<file path="src/jtc_pkg.sv">
// Shared types, field widths and codes of the journal transaction controller.
package jtc_pkg;

  // Field widths
  localparam int unsigned BLK_W  = 24;
  localparam int unsigned CNT_W  = 5;
  localparam int unsigned CAP_W  = 6;
  localparam int unsigned DEV_W  = 8;
  localparam int unsigned KIND_W = 2;
  localparam int unsigned CMD_W  = 2;
  localparam int unsigned ST_W   = 2;
  localparam int unsigned REG_W  = 2;

  // Parameter defaults
  localparam int unsigned LOG_ENTRIES_DEFAULT          = 30;
  localparam int unsigned BLOCKS_PER_OPERATION_DEFAULT = 10;

  // Register reset values
  localparam logic [BLK_W-1:0] LOG_START_RESET = 24'd2;
  localparam logic [CAP_W-1:0] LOG_CAP_RESET   = 6'd30;
  localparam logic [DEV_W-1:0] DEVICE_RESET    = 8'd1;

  // Register indexes
  localparam logic [REG_W-1:0] REG_LOG_START = 2'd0;
  localparam logic [REG_W-1:0] REG_LOG_CAP   = 2'd1;
  localparam logic [REG_W-1:0] REG_DEVICE    = 2'd2;

  // Request kinds
  localparam logic [KIND_W-1:0] KIND_BEGIN = 2'd0;
  localparam logic [KIND_W-1:0] KIND_END   = 2'd1;
  localparam logic [KIND_W-1:0] KIND_WRITE = 2'd2;

  // Result commands
  localparam logic [CMD_W-1:0] CMD_STATUS  = 2'd0;
  localparam logic [CMD_W-1:0] CMD_LOGCOPY = 2'd1;
  localparam logic [CMD_W-1:0] CMD_HEADER  = 2'd2;
  localparam logic [CMD_W-1:0] CMD_INSTALL = 2'd3;

  // Status codes
  localparam logic [ST_W-1:0] ST_OK      = 2'd0;
  localparam logic [ST_W-1:0] ST_REFUSED = 2'd1;
  localparam logic [ST_W-1:0] ST_ERROR   = 2'd2;

  typedef struct packed {
    logic [KIND_W-1:0] kind;
    logic [BLK_W-1:0]  block_number;
  } in_t;

  typedef struct packed {
    logic [CMD_W-1:0] command;
    logic [BLK_W-1:0] source_block;
    logic [BLK_W-1:0] target_block;
    logic [DEV_W-1:0] device;
    logic [CNT_W-1:0] header_count;
    logic [ST_W-1:0]  status;
    logic             newly_added;
    logic             last;
  } out_t;

endpackage

</file>
<file path="src/journal_transaction_controller.sv">
// Journal transaction controller: request sequencer, commit emitter and result register.
//
//  channel   | ports                                   | handshake
//  ----------+-----------------------------------------+----------------------------
//  request   | start, busy, item_i                     | taken when start & !busy
//  result    | result_valid_o, result_o                | no stall
//  config    | cfg_we_i, cfg_idx_i, cfg_data_i         | written when cfg_we_i
//
// A request that needs no table walk or commit shows its status result in the cycle after it is taken.
// A log write that hits a non-empty table walks the table one entry per cycle through
// the single compare unit before the status result.
// A commit of n entries emits 2n+2 commands and the status, one per cycle, sequenced with
// one shared 24-bit address adder. busy is high while walking or emitting.
// Reset clears the counters and loads the config defaults; the table keeps its contents.
// Results cannot be held off by the receiver.
module journal_transaction_controller #(
  parameter int unsigned LOG_ENTRIES          = jtc_pkg::LOG_ENTRIES_DEFAULT,
  parameter int unsigned BLOCKS_PER_OPERATION = jtc_pkg::BLOCKS_PER_OPERATION_DEFAULT
) (
  input  logic                      clk_i,
  input  logic                      rst_ni,
  input  logic                      start,
  output logic                      busy,
  input  jtc_pkg::in_t              item_i,
  output logic                      result_valid_o,
  output jtc_pkg::out_t             result_o,
  input  logic                      cfg_we_i,
  input  logic [jtc_pkg::REG_W-1:0] cfg_idx_i,
  input  logic [jtc_pkg::BLK_W-1:0] cfg_data_i
);

  localparam int unsigned IDX_W  = (LOG_ENTRIES > 1) ? $clog2(LOG_ENTRIES) : 1;
  localparam int unsigned NEED_W = 12;
  localparam int unsigned CNT_W  = jtc_pkg::CNT_W;
  localparam int unsigned BLK_W  = jtc_pkg::BLK_W;
  localparam int unsigned CAP_W  = jtc_pkg::CAP_W;
  localparam int unsigned DEV_W  = jtc_pkg::DEV_W;

  // Sequencer states
  localparam logic [2:0] S_IDLE   = 3'd0;
  localparam logic [2:0] S_SEARCH = 3'd1;
  localparam logic [2:0] S_LCOPY  = 3'd2;
  localparam logic [2:0] S_HDR1   = 3'd3;
  localparam logic [2:0] S_INST   = 3'd4;
  localparam logic [2:0] S_HDR0   = 3'd5;
  localparam logic [2:0] S_STAT   = 3'd6;

  logic [2:0]       state_q, state_d;
  logic [IDX_W-1:0] idx_q, idx_d;
  logic [CNT_W-1:0] count_q, count_d;
  logic [CNT_W-1:0] open_q, open_d;
  logic [BLK_W-1:0] key_q, key_d;
  logic [BLK_W-1:0] lsb_q;
  logic [CAP_W-1:0] cap_q;
  logic [DEV_W-1:0] dev_q;
  logic             valid_q, valid_d;
  jtc_pkg::out_t    res_q, res_d;

  logic             we;
  logic [BLK_W-1:0] wdata;
  logic [BLK_W-1:0] rdata;
  logic             match;
  logic [BLK_W-1:0] addr_sum;
  logic [CNT_W-1:0] idx_next;
  logic             idx_at_end;
  logic [NEED_W-1:0] need;
  logic             begin_refused;
  logic             write_full;

  // Entry table; the next walk index is read so the entry lands with idx_q
  jtc_entry_store #(
    .WIDTH (BLK_W),
    .DEPTH (LOG_ENTRIES),
    .IDX_W (IDX_W)
  ) u_store (
    .clk_i   (clk_i),
    .we_i    (we),
    .waddr_i (count_q[IDX_W-1:0]),
    .wdata_i (wdata),
    .raddr_i (idx_d),
    .rdata_o (rdata)
  );

  assign busy           = (state_q != S_IDLE);
  assign result_valid_o = valid_q;
  assign result_o       = res_q;

  // Single compare unit: walked entry against the search key
  assign match = (rdata == key_q);

  // Shared log address adder: header block + 1 + walk index
  assign idx_next   = CNT_W'(idx_q) + CNT_W'(1);
  assign idx_at_end = (idx_next == count_q);
  assign addr_sum   = lsb_q + BLK_W'(idx_next);

  // Admission and room checks
  assign need = NEED_W'(count_q)
              + (NEED_W'(open_q) + NEED_W'(1)) * NEED_W'(BLOCKS_PER_OPERATION);
  assign begin_refused = (&open_q) || (need > NEED_W'(cap_q));
  assign write_full    = (count_q >= CNT_W'(LOG_ENTRIES))
                      || (({1'b0, count_q} + CAP_W'(1)) >= cap_q);

  assign wdata = (state_q == S_IDLE) ? item_i.block_number : key_q;

  // Sequence requests, table walks and commit commands
  always_comb begin
    state_d = state_q;
    idx_d   = idx_q;
    count_d = count_q;
    open_d  = open_q;
    key_d   = key_q;
    valid_d = 1'b0;
    res_d   = '0;
    we      = 1'b0;
    case (state_q)
      S_IDLE: begin
        if (start) begin
          valid_d        = 1'b1;
          res_d.command  = jtc_pkg::CMD_STATUS;
          res_d.last     = 1'b1;
          case (item_i.kind)
            jtc_pkg::KIND_BEGIN: begin
              if (begin_refused) begin
                res_d.status = jtc_pkg::ST_REFUSED;
              end else begin
                open_d = open_q + CNT_W'(1);
              end
            end
            jtc_pkg::KIND_END: begin
              if (open_q == '0) begin
                res_d.status = jtc_pkg::ST_ERROR;
              end else begin
                open_d = open_q - CNT_W'(1);
                if ((open_q == CNT_W'(1)) && (count_q != '0)) begin
                  valid_d = 1'b0;
                  res_d   = '0;
                  idx_d   = '0;
                  state_d = S_LCOPY;
                end
              end
            end
            jtc_pkg::KIND_WRITE: begin
              if (write_full) begin
                res_d.status = jtc_pkg::ST_REFUSED;
              end else if (open_q == '0) begin
                res_d.status = jtc_pkg::ST_ERROR;
              end else if (count_q == '0) begin
                // Empty table: append at once
                we                = 1'b1;
                count_d           = count_q + CNT_W'(1);
                res_d.newly_added = 1'b1;
              end else begin
                valid_d = 1'b0;
                res_d   = '0;
                key_d   = item_i.block_number;
                idx_d   = '0;
                state_d = S_SEARCH;
              end
            end
            default: begin
              res_d.status = jtc_pkg::ST_ERROR;
            end
          endcase
        end
      end
      S_SEARCH: begin
        if (match) begin
          valid_d       = 1'b1;
          res_d.command = jtc_pkg::CMD_STATUS;
          res_d.last    = 1'b1;
          state_d       = S_IDLE;
        end else if (idx_at_end) begin
          // Not found: append the key
          we                = 1'b1;
          count_d           = count_q + CNT_W'(1);
          valid_d           = 1'b1;
          res_d.command     = jtc_pkg::CMD_STATUS;
          res_d.newly_added = 1'b1;
          res_d.last        = 1'b1;
          state_d           = S_IDLE;
        end else begin
          idx_d = idx_next[IDX_W-1:0];
        end
      end
      S_LCOPY: begin
        valid_d            = 1'b1;
        res_d.command      = jtc_pkg::CMD_LOGCOPY;
        res_d.source_block = rdata;
        res_d.target_block = addr_sum;
        res_d.device       = dev_q;
        if (idx_at_end) begin
          idx_d   = '0;
          state_d = S_HDR1;
        end else begin
          idx_d = idx_next[IDX_W-1:0];
        end
      end
      S_HDR1: begin
        valid_d            = 1'b1;
        res_d.command      = jtc_pkg::CMD_HEADER;
        res_d.target_block = lsb_q;
        res_d.device       = dev_q;
        res_d.header_count = count_q;
        state_d            = S_INST;
      end
      S_INST: begin
        valid_d            = 1'b1;
        res_d.command      = jtc_pkg::CMD_INSTALL;
        res_d.source_block = addr_sum;
        res_d.target_block = rdata;
        res_d.device       = dev_q;
        if (idx_at_end) begin
          idx_d   = '0;
          state_d = S_HDR0;
        end else begin
          idx_d = idx_next[IDX_W-1:0];
        end
      end
      S_HDR0: begin
        valid_d            = 1'b1;
        res_d.command      = jtc_pkg::CMD_HEADER;
        res_d.target_block = lsb_q;
        res_d.device       = dev_q;
        count_d            = '0;
        state_d            = S_STAT;
      end
      S_STAT: begin
        valid_d       = 1'b1;
        res_d.command = jtc_pkg::CMD_STATUS;
        res_d.last    = 1'b1;
        state_d       = S_IDLE;
      end
      default: begin
        state_d = S_IDLE;
      end
    endcase
  end

  // Hold control state
  always_ff @(posedge clk_i or negedge rst_ni) begin
    if (!rst_ni) begin
      state_q <= S_IDLE;
      idx_q   <= '0;
      count_q <= '0;
      open_q  <= '0;
      valid_q <= 1'b0;
    end else begin
      state_q <= state_d;
      idx_q   <= idx_d;
      count_q <= count_d;
      open_q  <= open_d;
      valid_q <= valid_d;
    end
  end

  // Hold payload
  always_ff @(posedge clk_i) begin
    key_q <= key_d;
    res_q <= res_d;
  end

  // Write configuration registers; unknown indexes are dropped
  always_ff @(posedge clk_i or negedge rst_ni) begin
    if (!rst_ni) begin
      lsb_q <= jtc_pkg::LOG_START_RESET;
      cap_q <= jtc_pkg::LOG_CAP_RESET;
      dev_q <= jtc_pkg::DEVICE_RESET;
    end else if (cfg_we_i) begin
      case (cfg_idx_i)
        jtc_pkg::REG_LOG_START: lsb_q <= cfg_data_i;
        jtc_pkg::REG_LOG_CAP:   cap_q <= cfg_data_i[CAP_W-1:0];
        jtc_pkg::REG_DEVICE:    dev_q <= cfg_data_i[DEV_W-1:0];
        default: begin
        end
      endcase
    end
  end

  // The closing status item always leaves the sequencer idle
  a_last_idle: assert property (@(posedge clk_i) disable iff (!rst_ni)
    (result_valid_o && result_o.last) |-> !busy)
    else $error("status item emitted while sequencer busy");

  // Commands carry an ok status and never close the run
  a_cmd_ok: assert property (@(posedge clk_i) disable iff (!rst_ni)
    (result_valid_o && (result_o.command != jtc_pkg::CMD_STATUS))
      |-> ((result_o.status == jtc_pkg::ST_OK) && !result_o.last))
    else $error("command item with status or last set");

  // Table fill never passes its depth
  a_count_bound: assert property (@(posedge clk_i) disable iff (!rst_ni)
    count_q <= CNT_W'(LOG_ENTRIES))
    else $error("entry count beyond table depth");

  // Commit only runs with no open operation
  a_commit_closed: assert property (@(posedge clk_i) disable iff (!rst_ni)
    ((state_q == S_LCOPY) || (state_q == S_HDR1) || (state_q == S_INST)
      || (state_q == S_HDR0)) |-> (open_q == '0))
    else $error("commit with open operations");

  // A commit of a non-empty table emits a cleared header after its installs
  a_hdr0_follows: assert property (@(posedge clk_i) disable iff (!rst_ni)
    (state_q == S_HDR0) |=> (result_valid_o && (result_o.command == jtc_pkg::CMD_HEADER)
      && (result_o.header_count == '0)))
    else $error("closing header write missing");

endmodule

</file>
<file path="src/jtc_entry_store.sv">
// Generic RAM with one write port and a registered read port.
module jtc_entry_store #(
  parameter int unsigned WIDTH = jtc_pkg::BLK_W,
  parameter int unsigned DEPTH = jtc_pkg::LOG_ENTRIES_DEFAULT,
  parameter int unsigned IDX_W = (DEPTH > 1) ? $clog2(DEPTH) : 1
) (
  input  logic             clk_i,
  input  logic             we_i,
  input  logic [IDX_W-1:0] waddr_i,
  input  logic [WIDTH-1:0] wdata_i,
  input  logic [IDX_W-1:0] raddr_i,
  output logic [WIDTH-1:0] rdata_o
);

  logic [WIDTH-1:0] mem_q [DEPTH];

  // Write one entry
  always_ff @(posedge clk_i) begin
    if (we_i) begin
      mem_q[waddr_i] <= wdata_i;
    end
  end

  // Register the read data
  always_ff @(posedge clk_i) begin
    rdata_o <= mem_q[raddr_i];
  end

endmodule

</file>
<file path="config.mk">
export PLATFORM = sky130hd
export DESIGN_NAME = journal_transaction_controller
export DESIGN_NICKNAME = d
export VERILOG_FILES = /design/src/jtc_pkg.sv /design/src/journal_transaction_controller.sv /design/src/jtc_entry_store.sv
export SDC_FILE = /design/constraint.sdc
export NUM_CORES = 1
export LEC_CHECK = 0
export ABC_AREA = 1
export BUFFER_PORTS_ARGS = -buffer_cell sky130_fd_sc_hd__buf_2
export CAP_MARGIN = 20
export CELL_PAD_IN_SITES_DETAIL_PLACEMENT = 2
export CELL_PAD_IN_SITES_GLOBAL_PLACEMENT = 2
export CORE_UTILIZATION = 41
export CTS_CLUSTER_DIAMETER = 120
export DETAILED_ROUTE_END_ITERATION = 10
export GPL_TIMING_DRIVEN = 1
export PLACE_DENSITY_LB_ADDON = 0.05
export SLEW_MARGIN = 20
export SYNTH_ARGS = -nofsm -noshare
export SYNTH_HDL_FRONTEND = slang
export SYNTH_SLANG_ARGS = --single-unit
</file>
<file path="constraint.sdc">
create_clock -name clk_i -period 5.9 [get_ports clk_i]
set_input_delay 0.59 -clock clk_i [delete_from_list [all_inputs] [get_ports clk_i]]
set_output_delay 0.59 -clock clk_i [all_outputs]
set_load 0.01 [all_outputs]
</file>
=== Word level (Yosys, flattened, before mapping) ===
Memory sizes are Yosys's and may differ from the RTL's. A register that Yosys moved wholly into a read port is not among the register bits.
Index checks and enable logic that the tools add are counted.
Widths: inputs -> output; s select.

* Logic and storage cells: 162
* RAM bits: 720
* Bits in latches: 0
* Memories kept: 1
* Bits in registers: 148
* Bits of input ports: 56
* Output and inout port bits: 69
* Bits in read-only memories: 0

{| class="wikitable"
|+ Memory list
! memory !! depth !! bits a word !! rd ports !! clocked after memory_dff !! wr ports !! line !! source
|-
| u_store.mem_q || 30 || 24 || 1 || 1 || 1 || jtc_entry_store.sv:15 || <nowiki>logic [WIDTH-1:0] mem_q [DEPTH];</nowiki>
|}

* Magnitude comparators: 3
* Div/mod/pow operators: 0
* Reductions and logical operators: 24
* Equality and inequality tests: 31
* Bitwise operators: 3
* Multipliers: 1
* Add/sub/neg operators: 8
* Mux-type cells: 74
* Shift-type cells: 0

{| class="wikitable"
|+ Operators by type and width
! kind !! count
|-
| $pmux 32 s4 || 1
|-
| $mux 5 || 18
|-
| $pmux 24 s3 || 1
|-
| $mux 67 || 1
|-
| $mux 63 || 1
|-
| $mux 3 || 10
|-
| $pmux 5 s2 || 3
|-
| $pmux 5 s3 || 2
|-
| $add 24x5->24 || 1
|-
| $eq 24x24->1 || 1
|-
| $mux 24 || 1
|-
| $mux 1 || 19
|-
| $ne 2x2->1 const B || 9
|-
| $ne 3x3->1 const B || 6
|-
| $pmux 3 s6 || 1
|-
| $add 5x1->5 const B || 3
|-
| $mux 2 || 7
|-
| $add 5x1->6 const B || 2
|-
| $add 5x10->11 || 1
|-
| $gt 11x6->1 || 1
|-
| $logic_not 5->1 || 2
|-
| $reduce_and 10->1 || 1
|-
| $reduce_and 5->1 || 2
|-
| $eq 3x3->1 const B || 3
|-
| other kinds (31) || 47
|}

=== Logic depth before layout (Yosys ltp) ===
* Word-level depth: 9
* Depth in mapped cells: 26
* Depth with buffers taken out: 25

=== By module ===
A second synthesis with hierarchy kept.

* Cell total of the unflattened synthesis: 3628
* Area, all modules: 38065.3 sq um

{| class="wikitable"
|+ By module, submodules not included
! module !! cells an instance !! seq. area each (sq um) !! area an instance (sq um) !! instances
|-
| jtc_entry_store || 2533 || 22101.2 || 29869.9 || 1
|-
| journal_transaction_controller || 1095 || 3495.9 || 8195.4 || 1
|}

=== Worst setup path before layout ===
No wires, ideal clock.

* Kind: register to register
* Start point: reg count_q[0]
* End point: mem u_store.mem_q[15][0] (netlist name) (enable)
* Period minus slack after synthesis: 4.177 ns
* Stages on the path, launching flop included: 15
* Buffers on the path: 0
* Arrival time: 3.742 ns
* Data required time: 5.465 ns
* Path slack: 1.723 ns
* Setup time: 0.435 ns
* Cell sequence: dfrtp_1 -> ha_1 -> nand2_1 -> o21ai_0 -> o21a_1 -> inv_1 -> ha_1 -> nand2_1 -> o21bai_1 -> nand4_1 -> inv_1 -> nand4_1 -> nand2_1 -> inv_1 -> nor3_1

* Cells in the longest elaborated chain, start to end: 9
* Elaborated cells between the ends (all ways): 16
* Those cells by class: add/sub: 1; order compare: 2; eq/ne: 1; mux: 10; reduce/logical: 2

{| class="wikitable"
|+ Ends and longest elaborated chain
! element !! line !! source
|-
| start, declared || journal_transaction_controller.sv:50 || <nowiki>logic [CNT_W-1:0] count_q, count_d;</nowiki>
|-
| start signal, assigned || journal_transaction_controller.sv:250 || <nowiki>count_q <= count_d;</nowiki>
|-
| $add 5x1->6 or $logic_not 5->1 (tied branches) || journal_transaction_controller.sv:101, journal_transaction_controller.sv:147 ||
|-
| $ge 6x6->1 or $mux 1 (tied branches) || journal_transaction_controller.sv:101, journal_transaction_controller.sv:147 ||
|-
| $logic_or 1x1->1 or $mux 1 (tied branches) || journal_transaction_controller.sv:101, journal_transaction_controller.sv:145 ||
|-
| $mux 1 || journal_transaction_controller.sv:143 || <nowiki>if (write_full) begin</nowiki>
|-
| $mux 1 || journal_transaction_controller.sv:121 || <nowiki>case (item_i.kind)</nowiki>
|-
| $mux 1 || journal_transaction_controller.sv:117 || <nowiki>if (start) begin</nowiki>
|-
| $pmux 1 s2 || journal_transaction_controller.sv:115 || <nowiki>case (state_q)</nowiki>
|-
| $mux 1 || jtc_entry_store.sv:19 || <nowiki>if (we_i) begin</nowiki>
|-
| $mux 1 (not written as such) || jtc_entry_store.sv:20 || <nowiki>mem_q[waddr_i] <= wdata_i;</nowiki>
|-
| end, declared || jtc_entry_store.sv:15 ||
|}

Several ways; a longest one is shown, not always the timed one.

=== Final worst setup path ===
* Start point: reg count_q[4]
* End point: mem u_store.mem_q[16][19] (netlist name) (enable)

Same word-level chain as after synthesis.

==> results by stage <==
Critical path:
- The number of cell instances on the worst register-to-register path is 14.
- The element type at the critical path end is a flip-flop.
- The highest fanout seen on the critical path is 14.
- The start-to-end type of the worst setup path is reg2reg.
- Tracing the worst setup path back leads to its startpoint at count_q[4].
- STA puts the critical path data required time at 6.29 ns.
- Data arrives at the worst endpoint at 5.21 ns.
- The delay of the slowest critical-path stage is 0.97 ns.
- For flop-to-flop paths, the worst setup slack is 1.08 ns.
- The standard cell with the maximum stage delay on the critical path is nor2_4.
- The critical path startpoint category is a flip-flop.
- The gate family responsible for the most delay along the worst path is simple AND/OR/NAND/NOR gates.
- The endpoint identified for the worst register-to-register timing path is u_store.mem_q[16][19].
- The critical path goes through inv_1, nand3_1, o21a_1, inv_1, ha_1, nand2_1, o21bai_1, nand4_1, inv_1, nand4_1, nand2_1, nand2_1, nor2_4, buf_4.
- The critical path buffer and inverter count is 4.
- In this run the critical register-to-register path is launched from count_q[4].

Clock tree:
- The TritonCTS clock tree is built.
- At the later pin of the worst-skew pair, clock insertion delay measures 0.70 ns.
- The total number of clock tree sinks is slightly below 900.
- The number of gates resized after CTS was 0.
- Hold repair after CTS inserted 0 buffers.
- The root buffer cell chosen for the clock tree is clkbuf_16.
- The clock passes through at most 3 buffers.
- The H-tree was split into 3 levels.
- The number of setup buffers added after CTS is 0.
- After clock tree synthesis, the clock-pin slew on the worst setup and hold paths is approximately 0.060 ns.
- The total clock buffers created by CTS is around 100.

Synth:
- Counting every net in the synthesized netlist gives 4,007.
- Synthesis inferred between 800 and 900 register bits.
- After synthesis, the mean cell area works out to between 10 and 15 µm².
- After synthesis, the cell types taking the most area are edfxtp_1 56%, nand3_1 8.9%, nand2_1 8.2%.
- Of the synthesized area, sequential elements account for between 60% and 70%.
- Yosys printed 0 warnings.
- The total standard cell area after synthesis is 0.0401 mm².
- The biggest area contributor in the post-synthesis netlist is edfxtp_1.
- Counting every instance in the synthesized netlist gives about 3,900.
- The share of synthesized registers carrying an async set or reset is 6.39%.
- In the synthesized netlist the dominant register cell turns out to be edfxtp_1.
- The unique cell type count in the Yosys netlist is 49.
- The share of the synthesized area in the top cell type is 55.7%.
- The number of enable-type register cells in the synthesized netlist is 744.

STA:
- For the pin with the worst max-slew slack, the measured transition is 1.17 ns.
- For this run, the top clock speed supported by timing is 207 MHz.
- Setup repair after global routing left no endpoint under its margin.
- Setup violations remaining at the end of the flow were counted as 0.
- The worst clock skew on the final layout is around 0.023 ns.
- In this run the tightest slew margin relative to its limit is between 20% and 30%.
- Of the available clock period, the critical path in the final layout requires 81.7%.
- The number of slew-limit violations in the final report is 0.
- Adding up every negative setup slack in the final design gives 0 ns.
- The total count of hold-check failures in the final report is 0.
- After layout, the minimum clock period comes to between 4 and 5 ns.

Global route:
- The most heavily used metal layer in global routing is met2.
- The first global-routing pass estimated 212,000 µm of wire.
- Global routing consumed, on the met1 layer, 36.5% of the routing resources.
- For this run, the total global-route usage over all layers was measured as 28.8%.
- Summed over all layers, the global routing overflow is 0.
- Global routing used 50.8% of the available met2 tracks.
- The number of antenna violations at the first check in global routing is 3.
- The via count of the first global-routing pass is between 30,000 and 40,000.
- The pin count of the biggest net entering global routing is approximately 180.
- In the global route stage, met3 resource usage came out at between 3 and 4%.

Floorplanning:
- The floorplan step defined a core boundary enclosing 0.0967 mm².
- The die is 315 µm wide.
- The initialized floorplan defines 114 standard-cell rows.
- The initial utilization of the core area, before any placement, comes to 41.4%.
- The I/O pin total is roughly 130.
- In this run the vertical extent of the chip is 315 µm.
- The overall die area is 0.0990 mm².

Place:
- The final weighted congestion in routability-driven placement is between 0.8 and 0.9.
- Once detailed placement completed, the half-perimeter wirelength came to 84,700 µm.
- The port buffer count is 124.

Route:
- The pre-antenna-repair detailed-routing pass consisted of 5 iterations.
- The final routed wirelength across all metal layers is 143,000 µm.
- The number of nets with antenna violations after detailed routing is 0.
- After detailed routing, the number of vias per cell comes to 5.56.
- The average wire per cell in the routed design is 26.6 µm.
- In the routed design, unresolved DRC markers number 0.
- The count of routing violations after the opening detailed-route iteration is 1,906.
- The total number of vias is slightly below 30,000.

Cells and area:
- At the end of the flow, the number of nets in the layout was just over 4,000.
- In the final layout, the share of cells above drive strength 1 is 11.3%.
- The number of fill cells is 10,000.
- The area added between synthesis and finish is 13.6%.

Run status:
- The flow ran to the end, and the final reports show no timing, DRC or antenna violations.

Job:
- Across the run, the number of max-cap violations was 0.

Min path:
- The path category of the worst min-delay check is in2async.
-- per-stage QoR --
step / instances / setup WS, ns / util (%) / cell area [µm²] / hold WS (ns)
6_report: 5372 / 1.08 / 47.1 / 45600 / 0.0960
5_1_grt: 5371 / 0.948 / 47.1 / 45600 / 0.0722
4_1_cts: 5368 / 1.16 / 47.1 / 45500 / 0.0558
3_5_place_dp: 5179 / 1.18 / 43.8 / 42300 / 0.474
3_3_place_gp: 5178 / 1.36 / 43.7 / 42300 / 0.470
2_1_floorplan: 3907 / 1.72 / - / 40100 / 0.294
-- registers in the layout, summed over array words and instances, names as in the netlist --
name,flops
u_store.mem_q,720
result_o,67
key_q,24
lsb_q,24
u_store.rdata_o,24
dev_q,8
cap_q,6
count_q,5
idx_q,5
open_q,5
state_q,3
result_valid_o,1
-- cell usage in the layout (no fill, tap or decap), types with 12 or more instances in the layout --
| master | n |
|---|---|
| nor2_1 | 88 |
| inv_1 | 550 |
| o21ai_0 | 61 |
| nand3b_1 | 233 |
| clkinv_1 | 16 |
| a22oi_1 | 16 |
| o22ai_1 | 20 |
| dfxtp_1 | 91 |
| buf_12 | 12 |
| nand2_1 | 873 |
| clkinv_2 | 20 |
| ha_1 | 41 |
| inv_2 | 22 |
| buf_2 | 124 |
| o21ai_2 | 18 |
| nand3_1 | 714 |
| xor2_1 | 21 |
| clkbuf_1 | 31 |
| edfxtp_1 | 744 |
| buf_4 | 70 |
| clkbuf_16 | 108 |
| dfrtp_1 | 51 |
| a21oi_1 | 24 |
| nor2_4 | 23 |
-- Yosys cell counts (21+ instances only) --
cell	n
xor2_1	21
o21ai_0	82
a21oi_1	24
inv_1	550
dfxtp_1	91
inv_2	23
buf_2	107
nand2_1	877
nand3b_1	233
edfxtp_1	744
nor2_1	118
nand3_1	714
dfrtp_1	51
clkbuf_1	53
ha_1	41
buf_4	26
-- metal layers --
layer,part of all wire (%),wire (µm)
met5,0,0
met4,3.4,4800
met3,3.5,5030
met2,51,72500
met1,42,60600
-- kinds of logic (layout without fill, tap and decap cells) --
kind of cell / Yosys count / count (layout) / synth area share (%)
buffers and inverters: 787 / 973 / 8.20
xor gates and xnor gates: 27 / 27 / 0.590
AOI/OAI and AO/OA: 165 / 165 / 2.46
adders and majority gates: 44 / 44 / 1.43
DFF: 892 / 892 / 63.9
and+or+nand+nor: 1987 / 1987 / 23.3
other: 0 / 3 / 0
muxes: 5 / 5 / 0.140
-- layout make-up --
cell class / instances / area, µm² / share of cell area, %
multi-input cells: 2228 / 11500 / 25.3
clock buffers: 140 / 2830 / 6.22
clock inverters: 49 / 368 / 0.808
flip-flops and latches: 892 / 25600 / 56.2
well taps: 1276 / 1600 / 3.50
repair buffers: 208 / 1440 / 3.16
inverters: 576 / 2170 / 4.76
diodes: 3 / 7.51 / 0.0165
-- worst max-delay path by stage --
stage                            end  slack, ns  cells after the start
4_1_cts        u_store.mem_q[16][16]       1.16                     14
5_1_grt         u_store.mem_q[16][4]       0.95                     14
6_report       u_store.mem_q[16][19]       1.08                     14
3_3_place_gp     u_store.rdata_o[18]       1.36                     20
3_5_place_dp    u_store.mem_q[16][0]       1.18                     14
2_1_floorplan   u_store.mem_q[15][0]       1.72                     14
Power is left out: the tool's default activity adds up to more than one toggle a clock period on the data nets, which glitch-free logic cannot reach.
